File: config.mk
export PLATFORM = sky130hd
export DESIGN_NAME = channel_burst_framer
export DESIGN_NICKNAME = d
export VERILOG_FILES = /design/src/rtl/core/chbf_pkg.sv /design/src/rtl/core/chbf_framer.sv /design/src/rtl/core/channel_burst_framer.sv
export SDC_FILE = /design/constraint.sdc
export NUM_CORES = 1
export LEC_CHECK = 0
export BUFFER_PORTS_ARGS = -buffer_cell sky130_fd_sc_hd__buf_2
export CAP_MARGIN = 30
export CORE_UTILIZATION = 50
export DETAILED_ROUTE_END_ITERATION = 6
export PLACE_DENSITY = 0.71
export SKIP_LAST_GASP = 1
export SYNTH_ARGS = -nofsm -noshare
export SYNTH_HDL_FRONTEND = slang
export SYNTH_SLANG_ARGS = --single-unit
File: constraint.sdc
create_clock -name aclk -period 2.66 [get_ports aclk]
set_clock_uncertainty 0.1 [all_clocks]
set_input_delay 0 -clock aclk [delete_from_list [all_inputs] [get_ports aclk]]
set_output_delay 0 -clock aclk [all_outputs]
set_load 0.01 [all_outputs]
File: src/rtl/core/chbf_pkg.sv
// Shared types and constants for the channel burst framer.
// Used by chbf_framer and channel_burst_framer; depends on nothing else.
`timescale 1ns / 1ps

package chbf_pkg;

    // Widths of the stream fields and the configuration register.
    localparam int BYTE_W  = 8;
    localparam int WORD_W  = 16;
    localparam int LIMIT_W = 10;

    // Most words a single input byte can cause: end, channel, data, control, end.
    localparam int MAX_WORDS = 5;
    localparam int COUNT_W   = $clog2(MAX_WORDS + 1);

    // Transmit FIFO word codes.
    localparam logic [WORD_W-1:0] WORD_CHAN = 16'h0200;
    localparam logic [WORD_W-1:0] WORD_CTL  = 16'h0100;
    localparam logic [WORD_W-1:0] WORD_END  = 16'h0400;

    // Reset value of the burst limit register.
    localparam logic [LIMIT_W-1:0] LIMIT_RESET = 10'd1023;

    // Position within the message header, one-hot.
    typedef enum logic [3:0] {
        HDR_LO   = 4'b0001,
        HDR_HI   = 4'b0010,
        HDR_CTL  = 4'b0100,
        HDR_DATA = 4'b1000
    } hdr_pos_t;

    // Word list caused by one input byte; words[0] goes out first.
    typedef struct packed {
        logic [MAX_WORDS-1:0][WORD_W-1:0] words;
        logic [COUNT_W-1:0]               count;
    } frame_t;

endpackage

File: src/rtl/core/chbf_framer.sv
// Message framing state and the word list each input byte produces.
// Depends on chbf_pkg.
`timescale 1ns / 1ps

module chbf_framer (
    input  logic                          aclk,
    input  logic                          aresetn,
    input  logic                          in_accept,
    input  logic [chbf_pkg::BYTE_W-1:0]   data_byte,
    input  logic                          last,
    input  logic [chbf_pkg::LIMIT_W-1:0]  burst_limit,
    output chbf_pkg::frame_t              frame
);
    import chbf_pkg::*;

    hdr_pos_t            hdr_reg, hdr_next;
    logic [WORD_W-1:0]   chan_reg, chan_next;
    logic [BYTE_W-1:0]   ctl_reg, ctl_next;
    logic [LIMIT_W-1:0]  rem_reg, rem_next;

    logic [LIMIT_W-1:0]  load_value;
    logic [BYTE_W-1:0]   ctl_now;
    logic                boundary;
    logic                in_body;

    // A zero limit behaves as a limit of one.
    assign load_value = (burst_limit == '0) ? LIMIT_W'(1) : burst_limit;

    assign in_body  = (hdr_reg == HDR_CTL) || (hdr_reg == HDR_DATA);
    assign boundary = (hdr_reg == HDR_DATA) && (rem_reg == '0);
    assign ctl_now  = (hdr_reg == HDR_CTL) ? data_byte : ctl_reg;

    // Next framing state for an accepted byte.
    always_comb begin
        hdr_next  = hdr_reg;
        chan_next = chan_reg;
        ctl_next  = ctl_reg;
        rem_next  = rem_reg;
        unique case (hdr_reg)
            HDR_LO: begin
                chan_next = {{(WORD_W - BYTE_W){1'b0}}, data_byte};
                hdr_next  = last ? HDR_LO : HDR_HI;
            end
            HDR_HI: begin
                chan_next = {data_byte, chan_reg[BYTE_W-1:0]};
                hdr_next  = last ? HDR_LO : HDR_CTL;
            end
            HDR_CTL: begin
                ctl_next  = data_byte;
                chan_next = chan_reg | WORD_CHAN;
                rem_next  = load_value;
                hdr_next  = last ? HDR_LO : HDR_DATA;
            end
            HDR_DATA: begin
                rem_next = (boundary ? load_value : rem_reg) - LIMIT_W'(1);
                hdr_next = last ? HDR_LO : HDR_DATA;
            end
            default: begin
                hdr_next = HDR_LO;
            end
        endcase
    end

    // Word list: each candidate word is appended in emission order.
    always_comb begin
        frame.words = '0;
        frame.count = '0;
        if (boundary) begin
            frame.words[frame.count] = WORD_END;
            frame.count              = frame.count + COUNT_W'(1);
        end
        if (boundary || (hdr_reg == HDR_CTL)) begin
            frame.words[frame.count] = chan_reg | WORD_CHAN;
            frame.count              = frame.count + COUNT_W'(1);
        end
        if (hdr_reg == HDR_DATA) begin
            frame.words[frame.count] = {{(WORD_W - BYTE_W){1'b0}}, data_byte};
            frame.count              = frame.count + COUNT_W'(1);
        end
        if (in_body && last && (ctl_now != '0)) begin
            frame.words[frame.count] = WORD_CTL | {{(WORD_W - BYTE_W){1'b0}}, ctl_now};
            frame.count              = frame.count + COUNT_W'(1);
        end
        if (in_body && last) begin
            frame.words[frame.count] = WORD_END;
            frame.count              = frame.count + COUNT_W'(1);
        end
    end

    // State registers advance only on an accepted byte.
    always_ff @(posedge aclk) begin
        if (!aresetn) begin
            hdr_reg  <= HDR_LO;
            chan_reg <= '0;
            ctl_reg  <= '0;
            rem_reg  <= '0;
        end else if (in_accept) begin
            hdr_reg  <= hdr_next;
            chan_reg <= chan_next;
            ctl_reg  <= ctl_next;
            rem_reg  <= rem_next;
        end
    end

    // A final byte always returns the header tracker to the low byte.
    assert property (@(posedge aclk) disable iff (!aresetn)
        (in_accept && last) |=> (hdr_reg == HDR_LO))
        else $error("header position not cleared after message end");

    // The stored channel word carries its marker once data bytes flow.
    assert property (@(posedge aclk) disable iff (!aresetn)
        (hdr_reg == HDR_DATA) |-> (chan_reg[9] == 1'b1))
        else $error("channel word lost its marker bit");

    // Channel address bytes never produce words.
    assert property (@(posedge aclk) disable iff (!aresetn)
        ((hdr_reg == HDR_LO) || (hdr_reg == HDR_HI)) |-> (frame.count == '0))
        else $error("words produced during channel address bytes");

endmodule

File: src/rtl/core/channel_burst_framer.sv
// Top level of the channel burst framer: stream ports, burst limit register
// and the output word queue. Depends on chbf_pkg and chbf_framer.
`timescale 1ns / 1ps

// Frames messages arriving one byte per transfer (channel low, channel high,
// control, then data, last byte marked with s_tlast) into 16-bit transmit
// FIFO words. A byte is framed in the cycle it is accepted and its words
// (zero to five) go out one per cycle while m_tready is high, with m_tlast
// on the final word of each byte. Plain data bytes stream at one per cycle
// while m_tready is high; a byte that yields several words holds the output
// queue until they are all taken, and the next byte is accepted in the
// cycle its predecessor's last word is taken. Messages shorter than three
// bytes are dropped without output. The burst limit (cfg_data, reset 1023)
// is sampled when a burst starts and should be written while the block idles.
module channel_burst_framer (
    input  logic                          aclk,
    input  logic                          aresetn,
    // Input byte stream
    input  logic                          s_tvalid,
    output logic                          s_tready,
    input  logic [chbf_pkg::BYTE_W-1:0]   s_tdata,   // [7:0] data_byte
    input  logic                          s_tlast,   // last
    // Transmit FIFO word stream
    output logic                          m_tvalid,
    input  logic                          m_tready,
    output logic [chbf_pkg::WORD_W-1:0]   m_tdata,   // [15:0] fifo_word
    output logic                          m_tlast,   // run_last
    // Burst limit register write
    input  logic                          cfg_valid,
    output logic                          cfg_ready,
    input  logic [chbf_pkg::LIMIT_W-1:0]  cfg_data   // [9:0] burst_limit
);
    import chbf_pkg::*;

    logic [LIMIT_W-1:0]                limit_reg;
    logic [MAX_WORDS-1:0][WORD_W-1:0]  words_reg;
    logic [COUNT_W-1:0]                count_reg;
    frame_t                            frame;
    logic                              in_accept;
    logic                              out_accept;

    // The register accepts a write in any cycle.
    assign cfg_ready = 1'b1;

    always_ff @(posedge aclk) begin
        if (!aresetn) begin
            limit_reg <= LIMIT_RESET;
        end else if (cfg_valid && cfg_ready) begin
            limit_reg <= cfg_data;
        end
    end

    // Framing logic and header state.
    chbf_framer u_framer (
        .aclk        (aclk),
        .aresetn     (aresetn),
        .in_accept   (in_accept),
        .data_byte   (s_tdata),
        .last        (s_tlast),
        .burst_limit (limit_reg),
        .frame       (frame)
    );

    // A new byte enters when the queue is empty or its final word leaves now.
    assign s_tready   = (count_reg == '0) ||
                        ((count_reg == COUNT_W'(1)) && m_tready);
    assign in_accept  = s_tvalid && s_tready;
    assign out_accept = m_tvalid && m_tready;

    assign m_tvalid = (count_reg != '0);
    assign m_tdata  = words_reg[0];
    assign m_tlast  = (count_reg == COUNT_W'(1));

    // Output queue: loads a byte's word list, shifts one word per transfer.
    always_ff @(posedge aclk) begin
        if (!aresetn) begin
            count_reg <= '0;
        end else if (in_accept) begin
            count_reg <= frame.count;
        end else if (out_accept) begin
            count_reg <= count_reg - COUNT_W'(1);
        end
    end

    always_ff @(posedge aclk) begin
        if (in_accept) begin
            words_reg <= frame.words;
        end else if (out_accept) begin
            words_reg <= {{WORD_W{1'b0}}, words_reg[MAX_WORDS-1:1]};
        end
    end

    // The queue never holds more words than one byte can cause.
    assert property (@(posedge aclk) disable iff (!aresetn)
        count_reg <= COUNT_W'(MAX_WORDS))
        else $error("output queue count out of range");

    // A byte is only taken when no more than its predecessor's last word waits.
    assert property (@(posedge aclk) disable iff (!aresetn)
        in_accept |-> (count_reg <= COUNT_W'(1)))
        else $error("byte accepted over pending words");

    // A byte that yields words presents its first word in the next cycle.
    assert property (@(posedge aclk) disable iff (!aresetn)
        (in_accept && (frame.count != '0)) |=>
            (m_tvalid && (m_tdata == $past(frame.words[0]))))
        else $error("first word of a byte not presented");

endmodule
==> results.yml, run 1 <==
place:
  dp_hpwl_um: 8350
  gp_congestion: 0.851
  dp_slack_ns: 0.0194
  port_buffers: 42
clock_tree:
  clock_latency_ns: 0.37
  cts_max_level: 3
  cts_buffer_depth: 2
  cts_root_buf: "clkbuf_8"
  clk_pin_slew_ns: 0.10
  cts_tree: "yes"
  postCtsSetupBuffers: 0
  clock_sinks: 112
  cts_buffers: 9
synthesis:
  synth_largest_type_area_fraction: 0.332
  ys_types: 66
  synth_seq_cells: 112
  syn_area_mm2: 0.00561
  synth_edf_count: 62
  synthTopCellsByArea: "edfxtp_1 (33%), dfxtp_1 (18%), nand2_1 (6.9%)"
  synth_most_common_cell: "nand2_1"
  yosys-top-cells-count: "nand2_1 (103), edfxtp_1 (62), dfxtp_1 (50), o21ai_0 (37), nor2_1 (29)"
  netlist_instances: 586
  ys_warn_count: 0
  synthArstFlopShare: 0
  synth_top_cell_by_area: "edfxtp_1"
  synth_flop_cell: "edfxtp_1"
  ys_seq_area_frac: 0.510
  syn_area_per_cell_um2: 9.57
drt:
  via_count: 4598
  routed_wl_um: 13300
  antenna_left: 0
  vias_per_cell: 5.75
  first_pass_iters: 5
  drtIter0Drc: 235
  route.detailed.drc: 0
  wl_per_cell_um: 16.6
global_routing:
  grt_max_degree: 67
  grt_antenna_before_repair: 0
  grt_pass1_vias: 4406
  grt_usage: 0.241
  grt_pass1_wl_um: 21800
  grt_overflow: 0
worst_setup_path:
  path_class: "reg2reg"
  cpMaxStageDelayCell: "or4_1"
  crit_fanout: 11
  max_stage_delay_ns: 0.52
  crit_path_start_kind: "flop"
  crit_buf_inv: 1
  critical_path.endpoint_type: "flop"
  arrival_ns: 2.71
  worstPathRequired_ns: 2.85
  crit_chain: "or4b_4, nor4_4, a21oi_1, ha_2, inv_1, or4_1, a31oi_4, nor3_1, a21o_1, a211oi_1"
  cp_top_family: "simple AND/OR/NAND/NOR gates"
die:
  die_y_um: 108
  io_pins: 44
  core_region_area_mm2: 0.0109
  row_count: 38
  dieArea_mm2: 0.0116
  initial_core_util: 0.515
  fp.dieW_um: 108
sta:
  layout_setup_ws_ns: 0.138
  tightest_slew_ns: 0.927
  max_freq_mhz: 397
  final_max_slew_viol_count: 0
  finalHoldViolations: 0
  setup_viol: 0
  whs_ns: 0.106
  fin_crit_ns: 2.52
  max-slew-margin-rel: 0.382
  rsz0062_at_grt: "true"
  finalCritPeriodShare: 0.948
status:
  outcome: "finished, final reports clean"
power_and_ir_drop:
  vdd_drop_max_v: 0.000440
  p_clk_frac: 0.213
  pwr-share-comb: 0.290
  p_int_uw: 3660
  switchingPower_uw: 1790
  power_density_mw_per_mm2: 824
  p_sw_frac: 0.329
  total_leakage_power_uw: 0.00264
  p_seq_frac: 0.497
cells_and_area:
  syn2layout_area_growth_pct: 17.9
  nNetsFinal: 684
  drive_gt1_frac: 0.167
  final_util: 0.607
  diodes: 0
  largest_reg_flops: 46
hold_path:
  hold_class: "in2reg"
run:
  drv_cap: 0
## through the flow
stage                     setup TNS (ns)  power, µW  std cells  area (µm²)
final                                  0       5450        800        6610
after global routing             -0.0244       5760        800        6610
after CTS                              0       5460        800        6570
after detailed placement               0       4270        751        6010
after global placement                 0       4200        751        6010
after floorplan                  -0.0209       3870        594        5680
## layer usage
metal	GRT usage	part of all wire	vias to the layer above
li1	-	-	2243
met1	0.315	0.45	2192
met2	0.401	0.48	138
met3	0.0319	0.053	25
met4	0.109	0.026	0
met5	0	0	-
## cells in the final DEF (no fill, tap or decap), types with 3 or more instances in the layout
cell type,instances
ha_1,4
and3_1,9
buf_4,30
buf_2,42
conb_1,10
nor4_1,6
nor2_1,29
o21ai_1,4
o21a_1,5
dfxtp_1,48
clkbuf_8,11
a21oi_1,25
inv_1,8
o211a_1,7
o21ai_0,35
mux2i_1,22
nor2b_1,10
o2bb2ai_1,7
a21boi_0,10
o211ai_1,8
or3_1,6
edfxtp_1,62
nand2_1,103
nand3b_1,3
and2_1,11
xnor2_1,3
o31ai_1,6
a31oi_1,10
nand3_1,28
dlygate4sd3_1,33
nor3_1,8
## layout make-up
cell class | count | area (µm²)
clock buffers | 12 | 155
clock inverters | 4 | 73.8
fillers | 908 | 4270
inverters | 8 | 30.0
multi-input cells | 417 | 2520
flip-flops and latches | 112 | 2870
well taps | 140 | 175
repair buffers | 107 | 797
## power by group through the flow
stage          combinational, µW  sequential, µW  clock (µW)
2_1_floorplan               1170            2700           0
5_1_grt                     1770            2760        1230
3_3_place_gp                1480            2720           0
6_report                    1580            2710        1160
3_5_place_dp                1530            2740           0
4_1_cts                     1580            2700        1180
## worst reg2reg max path, delay by kind of cell, from the launching register on
kind	cells	cell delay (ns)
compound gates	4	0.77
fa+ha+maj	1	0.20
buf+inv	1	0.05
flops	1	0.42
simple gates	4	0.91
## final timing paths
check	start	end	slack, ns	cells after the start
worst max-delay path	u_framer.hdr_reg[0]	u_framer.rem_reg[6]	0.14	10
worst min-delay path	aresetn	limit_reg[8]	0.11	2
worst min register to register	count_reg[1]	count_reg[1]	0.38	2
worst max register to register	u_framer.hdr_reg[0]	u_framer.rem_reg[6]	0.14	10
## cell families after synthesis
| family | synth area share |
|---|---|
| compound gates | 0.166 |
| xor+xnor | 0.00781 |
| fa+ha+maj | 0.0112 |
| buf+inv | 0.0580 |
| flops | 0.510 |
| mux | 0.0433 |
| other cells | 0.00134 |
| simple gates | 0.202 |
## timing repair
action,in CTS,in global routing
hold endpoints to repair,33,0
gates resized for setup,1,8
pin swaps,0,1
hold buffers,33,0
endpoints found under the setup margin,1,21
Note: power is estimated with default switching activity, not from simulation.
==> run 2, diff against run 1 <==
--- a/config.mk
+++ b/config.mk
@@ -7,10 +7,10 @@
 export LEC_CHECK = 0
 export BUFFER_PORTS_ARGS = -buffer_cell sky130_fd_sc_hd__buf_2
 export CAP_MARGIN = 30
-export CORE_UTILIZATION = 50
+export CORE_UTILIZATION = 25
 export DETAILED_ROUTE_END_ITERATION = 6
-export PLACE_DENSITY = 0.71
 export SKIP_LAST_GASP = 1
 export SYNTH_ARGS = -nofsm -noshare
 export SYNTH_HDL_FRONTEND = slang
+export SYNTH_HIERARCHICAL = 1
 export SYNTH_SLANG_ARGS = --single-unit
==> results.yml, run 2 <==
die:
  fp.dieW_um: 169
  dieArea_mm2: 0.0286
  io_pins: 44
  row_count: 60
  die_y_um: 169
  core_region_area_mm2: 0.0272
  initial_core_util: 0.257
cells_and_area:
  finalInstanceArea_mm2: 0.00855
  instances_no_fill: 1130
  drive_gt1_frac: 0.218
  nNetsFinal: 774
  final_util: 0.315
  final_common_cell: "nand2_1"
  largest_reg_flops: 64
  nFillCells: 2788
  final_cell_mix: "nand2_1 (81), edfxtp_1 (80), dfxtp_1 (50)"
  syn2layout_area_growth_pct: 22.5
  diodes: 0
place:
  port_buffers: 42
  gp_congestion: 0.837
  dpl-instance-area_mm2: 0.00747
  dp_hpwl_um: 10400
  dp_slack_ns: 0.165
  dp_cells: 1053
worst_setup_path:
  worstPathRequired_ns: 2.74
  cpMaxStageDelayCell: "nor4_2"
  crit_chain: "nor4_2, a31oi_1, buf_4, nor2_1, nor2_1, a21o_1, mux2_2"
  cp_top_family: "simple AND/OR/NAND/NOR gates"
  path_class: "reg2reg"
  crit_path_start_kind: "flop"
  max_stage_delay_ns: 0.62
  crit_fanout: 11
  r2r_slack_ns: 0.14
  critical_path.endpoint_type: "flop"
  crit_buf_inv: 1
  arrival_ns: 2.60
  critPathMostFrequentCell: "nor2_1"
global_routing:
  grt_antenna_before_repair: 0
  grt_overflow: 0
  grt_max_degree: 74
  grt_pass1_wl_um: 26600
  grt_pass1_vias: 4990
  grt_usage: 0.120
sta:
  max-slew-margin-rel: 0.464
  final_max_slew_viol_count: 0
  max_freq_mhz: 396
  layout_setup_ws_ns: 0.136
  whs_ns: 0.349
  fin_crit_ns: 2.52
  finalHoldViolations: 0
  tightest_slew_ns: 0.804
  setup_viol: 0
  finalCritPeriodShare: 0.949
synthesis:
  synth_largest_type_area_fraction: 0.344
  netlist_instances: 665
  synth_most_common_cell: "nand2_1"
  ys_warn_count: 6
  synth_edf_count: 80
  synthArstFlopShare: 0
  synthTopCellsByArea: "edfxtp_1 (34%), dfxtp_1 (14%), buf_4 (5.7%)"
  synth_simple_gate_area_share: 0.178
  synth_xor_area_frac: 0.00502
  yosys-top-cells-count: "nand2_1 (81), edfxtp_1 (80), buf_4 (53), dfxtp_1 (50), a21oi_1 (43)"
  synthMuxAreaShare: 0.121
  synth_flop_cell: "edfxtp_1"
  ys_types: 63
  synth_top_family_by_area: "simple AND/OR/NAND/NOR gates"
  syn_area_per_cell_um2: 10.5
  ys_seq_area_frac: 0.487
  synth_top_cell_by_area: "edfxtp_1"
  syn_area_mm2: 0.00698
  synth_seq_cells: 130
  synth_fa_ha_area_frac: 0.00896
  synth_compound_area_frac: 0.106
clock_tree:
  clock_latency_ns: 0.43
  cts_tree: "yes"
  cts_buffers: 17
  clk_pin_slew_ns: 0.06
  clock_sinks: 130
  cts_buffer_depth: 2
  cts_max_level: 4
  cts_root_buf: "clkbuf_16"
drt:
  drtIter0Drc: 501
  routed_wl_um: 17000
  wl_per_cell_um: 15.1
  antenna_left: 0
  route.detailed.drc: 0
  vias_per_cell: 4.57
  first_pass_iters: 5
  via_count: 5162
power_and_ir_drop:
  total_leakage_power_uw: 0.00321
  power_density_mw_per_mm2: 914
  vdd_drop_max_v: 0.000460
status:
  outcome: "finished, final reports clean"
run:
  drv_cap: 0
hold_path:
  hold_class: "in2reg"
[run 2: what timing repair did]
action,CTS,global route
hold buffers,42,0
setup buffers,0,1
gates resized for setup,0,4
setup endpoints to repair,0,4
hold endpoints to repair,46,0
[run 2: final cells by class]
class | count | area, µm² | area share
sequential | 130 | 3400 | 0.398
multi-input combinational | 464 | 3070 | 0.359
timing repair buffer | 123 | 961 | 0.112
tap | 372 | 465 | 0.0544
clock buffer | 19 | 443 | 0.0518
clock inverter | 13 | 166 | 0.0195
inverter | 9 | 46.3 | 0.00541
[run 2: path summary, 6_finish.rpt]
path	start	endpoint	depth (start not counted)
min reg2reg	u_framer/chan_reg[7]	u_framer/chan_reg[7]	2
min	s_tdata[7]	u_framer/chan_reg[7]	4
max	u_framer/rem_reg[8]	words_reg[24]	7
max reg2reg	u_framer/rem_reg[8]	words_reg[24]	7
[run 2: where the power goes]
part | leakage (µW) | switching [µW] | total (µW) | internal (µW)
Clock | 0.000300 | 984 | 2430 | 1440
Sequential | 0.00122 | 194 | 3310 | 3110
Combinational | 0.00170 | 1130 | 2080 | 953
Total | 0.00321 | 2310 | 7820 | 5510
[run 2: cells by family after synthesis]
logic type	Yosys count
compound gates	119
xor+xnor	4
fa+ha+maj	5
buf+inv	98
flops	130
mux	76
other cells	2
simple gates	231
[run 2: worst register-to-register path, stage by stage (launching register included)]
cell and delay, ns:
dfxtp_1 0.35, nor4_2 0.62, a31oi_1 0.19, buf_4 0.22, nor2_1 0.28, nor2_1 0.11
a21o_1 0.16, mux2_2 0.25
[run 2: layer usage]
metal  routed length, µm  up-vias  global-route usage
met5                   0        -                   0
met1                7590     2463               0.154
li1                    -     2488                   -
met4                 325        0              0.0458
met2                8080      186               0.191
met3                1020       25              0.0317
[run 2: metrics by stage]
step,power (µW),TNS (ns)
final,7820,0
after floorplan,4870,0
after detailed placement,5310,0
after CTS,7810,0
after global routing,8200,-0.0370
after global placement,5250,0
==> run 3, diff against run 2 <==
--- a/config.mk
+++ b/config.mk
@@ -5,8 +5,9 @@
 export SDC_FILE = /design/constraint.sdc
 export NUM_CORES = 1
 export LEC_CHECK = 0
-export BUFFER_PORTS_ARGS = -buffer_cell sky130_fd_sc_hd__buf_2
+export BUFFER_PORTS_ARGS = -buffer_cell sky130_fd_sc_hd__buf_4
 export CAP_MARGIN = 30
+export CORE_MARGIN = 8
 export CORE_UTILIZATION = 25
 export DETAILED_ROUTE_END_ITERATION = 6
 export SKIP_LAST_GASP = 1
==> results.yml, run 3 (synthesis gave the netlist of run 2 again) <==
clock_tree:
  cts_buffers: 17
  cts_root_buf: "clkbuf_16"
  clock_latency_ns: 0.43
  clk_pin_slew_ns: 0.06
  clock_sinks: 130
  cts_buffer_depth: 2
  cts_max_level: 4
  cts_tree: "yes"
cells_and_area:
  final_cell_mix: "nand2_1 (81), edfxtp_1 (80), buf_4 (73), dfxtp_1 (49)"
  nNetsFinal: 769
  syn2layout_area_growth_pct: 23.1
  nFillCells: 2861
  drive_gt1_frac: 0.210
  diodes: 0
  largest_reg_flops: 64
  final_common_cell: "nand2_1"
run:
  drv_cap: 0
power_and_ir_drop:
  total_leakage_power_uw: 0.00320
  vdd_drop_max_v: 0.000479
  power_density_mw_per_mm2: 901
  power_uw: 7740
sta:
  tightest_slew_ns: 0.697
  max-slew-margin-rel: 0.531
  fin_crit_ns: 2.48
  finalCritPeriodShare: 0.932
  layout_setup_ws_ns: 0.182
  setup_viol: 0
  final_max_slew_viol_count: 0
  max_freq_mhz: 403
  finalHoldViolations: 0
  whs_ns: 0.339
  rsz0062_at_grt: "false"
  fin_tns_setup_ns: 0
drt:
  route.detailed.drc: 0
  routed_wl_um: 16600
  antenna_left: 0
  drtIter0Drc: 314
  first_pass_iters: 5
  via_count: 5041
  wl_per_cell_um: 14.7
  vias_per_cell: 4.46
place:
  gp_congestion: 0.827
  dp_slack_ns: 0.215
  port_buffers: 42
  dp_hpwl_um: 10800
global_routing:
  grt_antenna_before_repair: 0
  grt_max_degree: 41
  grt_pass1_wl_um: 26800
  grt_pass1_vias: 5013
  grt_usage: 0.100
  grt_overflow: 0
die:
  initial_core_util: 0.253
  row_count: 61
  dieArea_mm2: 0.0335
  die_y_um: 183
  core_region_area_mm2: 0.0276
  io_pins: 44
  fp.dieW_um: 183
worst_setup_path:
  crit_path_start_kind: "flop"
  crit_chain: "nor4_4, and4_1, a21oi_1, ha_2, inv_1, a2111oi_1, o221ai_1, a32o_1"
  crit_fanout: 7
  cpMaxStageDelayCell: "dfxtp_1"
  arrival_ns: 2.69
  worstPathRequired_ns: 2.87
  path_class: "reg2reg"
  max_stage_delay_ns: 0.51
  critical_path.endpoint_type: "flop"
status:
  outcome: "finished, final reports clean"
hold_path:
  hold_class: "in2reg"
[run 3: cell types whose count changed in the layout (fill, tap and decap cells not counted), moves of 2 or more]
cell      before  now
buf_2         42    0
buf_4         35   73
inv_8          4    1
buf_6          2    0
buf_12         1    3
clkinv_2       0    2
[run 3: layout make-up]
cell class,count,area (µm²),share of cell area
Multi-Input combinational cell,464,3060,0.356
Clock inverter,14,154,0.0179
Sequential cell,130,3400,0.396
Tap cell,378,473,0.0550
Clock buffer,18,429,0.0499
Inverter,9,46.3,0.00539
Timing Repair Buffer,118,1030,0.120
[run 3: worst max-delay path: cells and delay by family (launching register included)]
family / cells / cell delay, ns
AOI/OAI and AO/OA: 4 / 1.07
adders and majority gates: 1 / 0.26
buffers and inverters: 1 / 0.07
DFF: 1 / 0.51
and+or+nand+nor: 2 / 0.36
[run 3: power by group]
| group | switching (µW) | leakage, µW | internal (µW) |
|---|---|---|---|
| clock | 937 | 0.000285 | 1390 |
| combinational | 1090 | 0.00170 | 1010 |
| sequential | 196 | 0.00122 | 3110 |
| total | 2230 | 0.00320 | 5520 |
[run 3: metrics by stage]
stage                     cell area [µm²]   util  cells
final                                8590  0.311   1131
after global placement               7580  0.274   1057
after global routing                 8590  0.311   1131
after floorplan                      7110      -    692
after detailed placement             7580  0.274   1057
after CTS                            8590  0.311   1131
[run 3: path summary, 6_finish.rpt]
kind                        startpoint                    to  slack [ns]  cells past startpoint
setup / recovery   u_framer/rem_reg[6]   u_framer/rem_reg[4]        0.18                      8
hold / removal              s_tdata[7]  u_framer/chan_reg[7]        0.34                      4
setup reg to reg   u_framer/rem_reg[6]   u_framer/rem_reg[4]        0.18                      8
hold reg to reg   u_framer/chan_reg[3]  u_framer/chan_reg[3]        0.37                      2
[run 3: layer usage]
layer	up-vias	share of wire	track usage
met3	19	0.043	0.0214
met2	128	0.49	0.168
li1	2476	-	-
met1	2418	0.44	0.123
met4	0	0.018	0.0436
met5	-	0	0
[run 3: repair_timing]
| action | CTS | global route |
|---|---|---|
| setup endpoints to repair | 0 | 4 |
| gates resized for setup | 0 | 3 |
| hold endpoints to repair | 57 | 0 |
| buffers inserted | 0 | 0 |
| hold buffers | 42 | 0 |
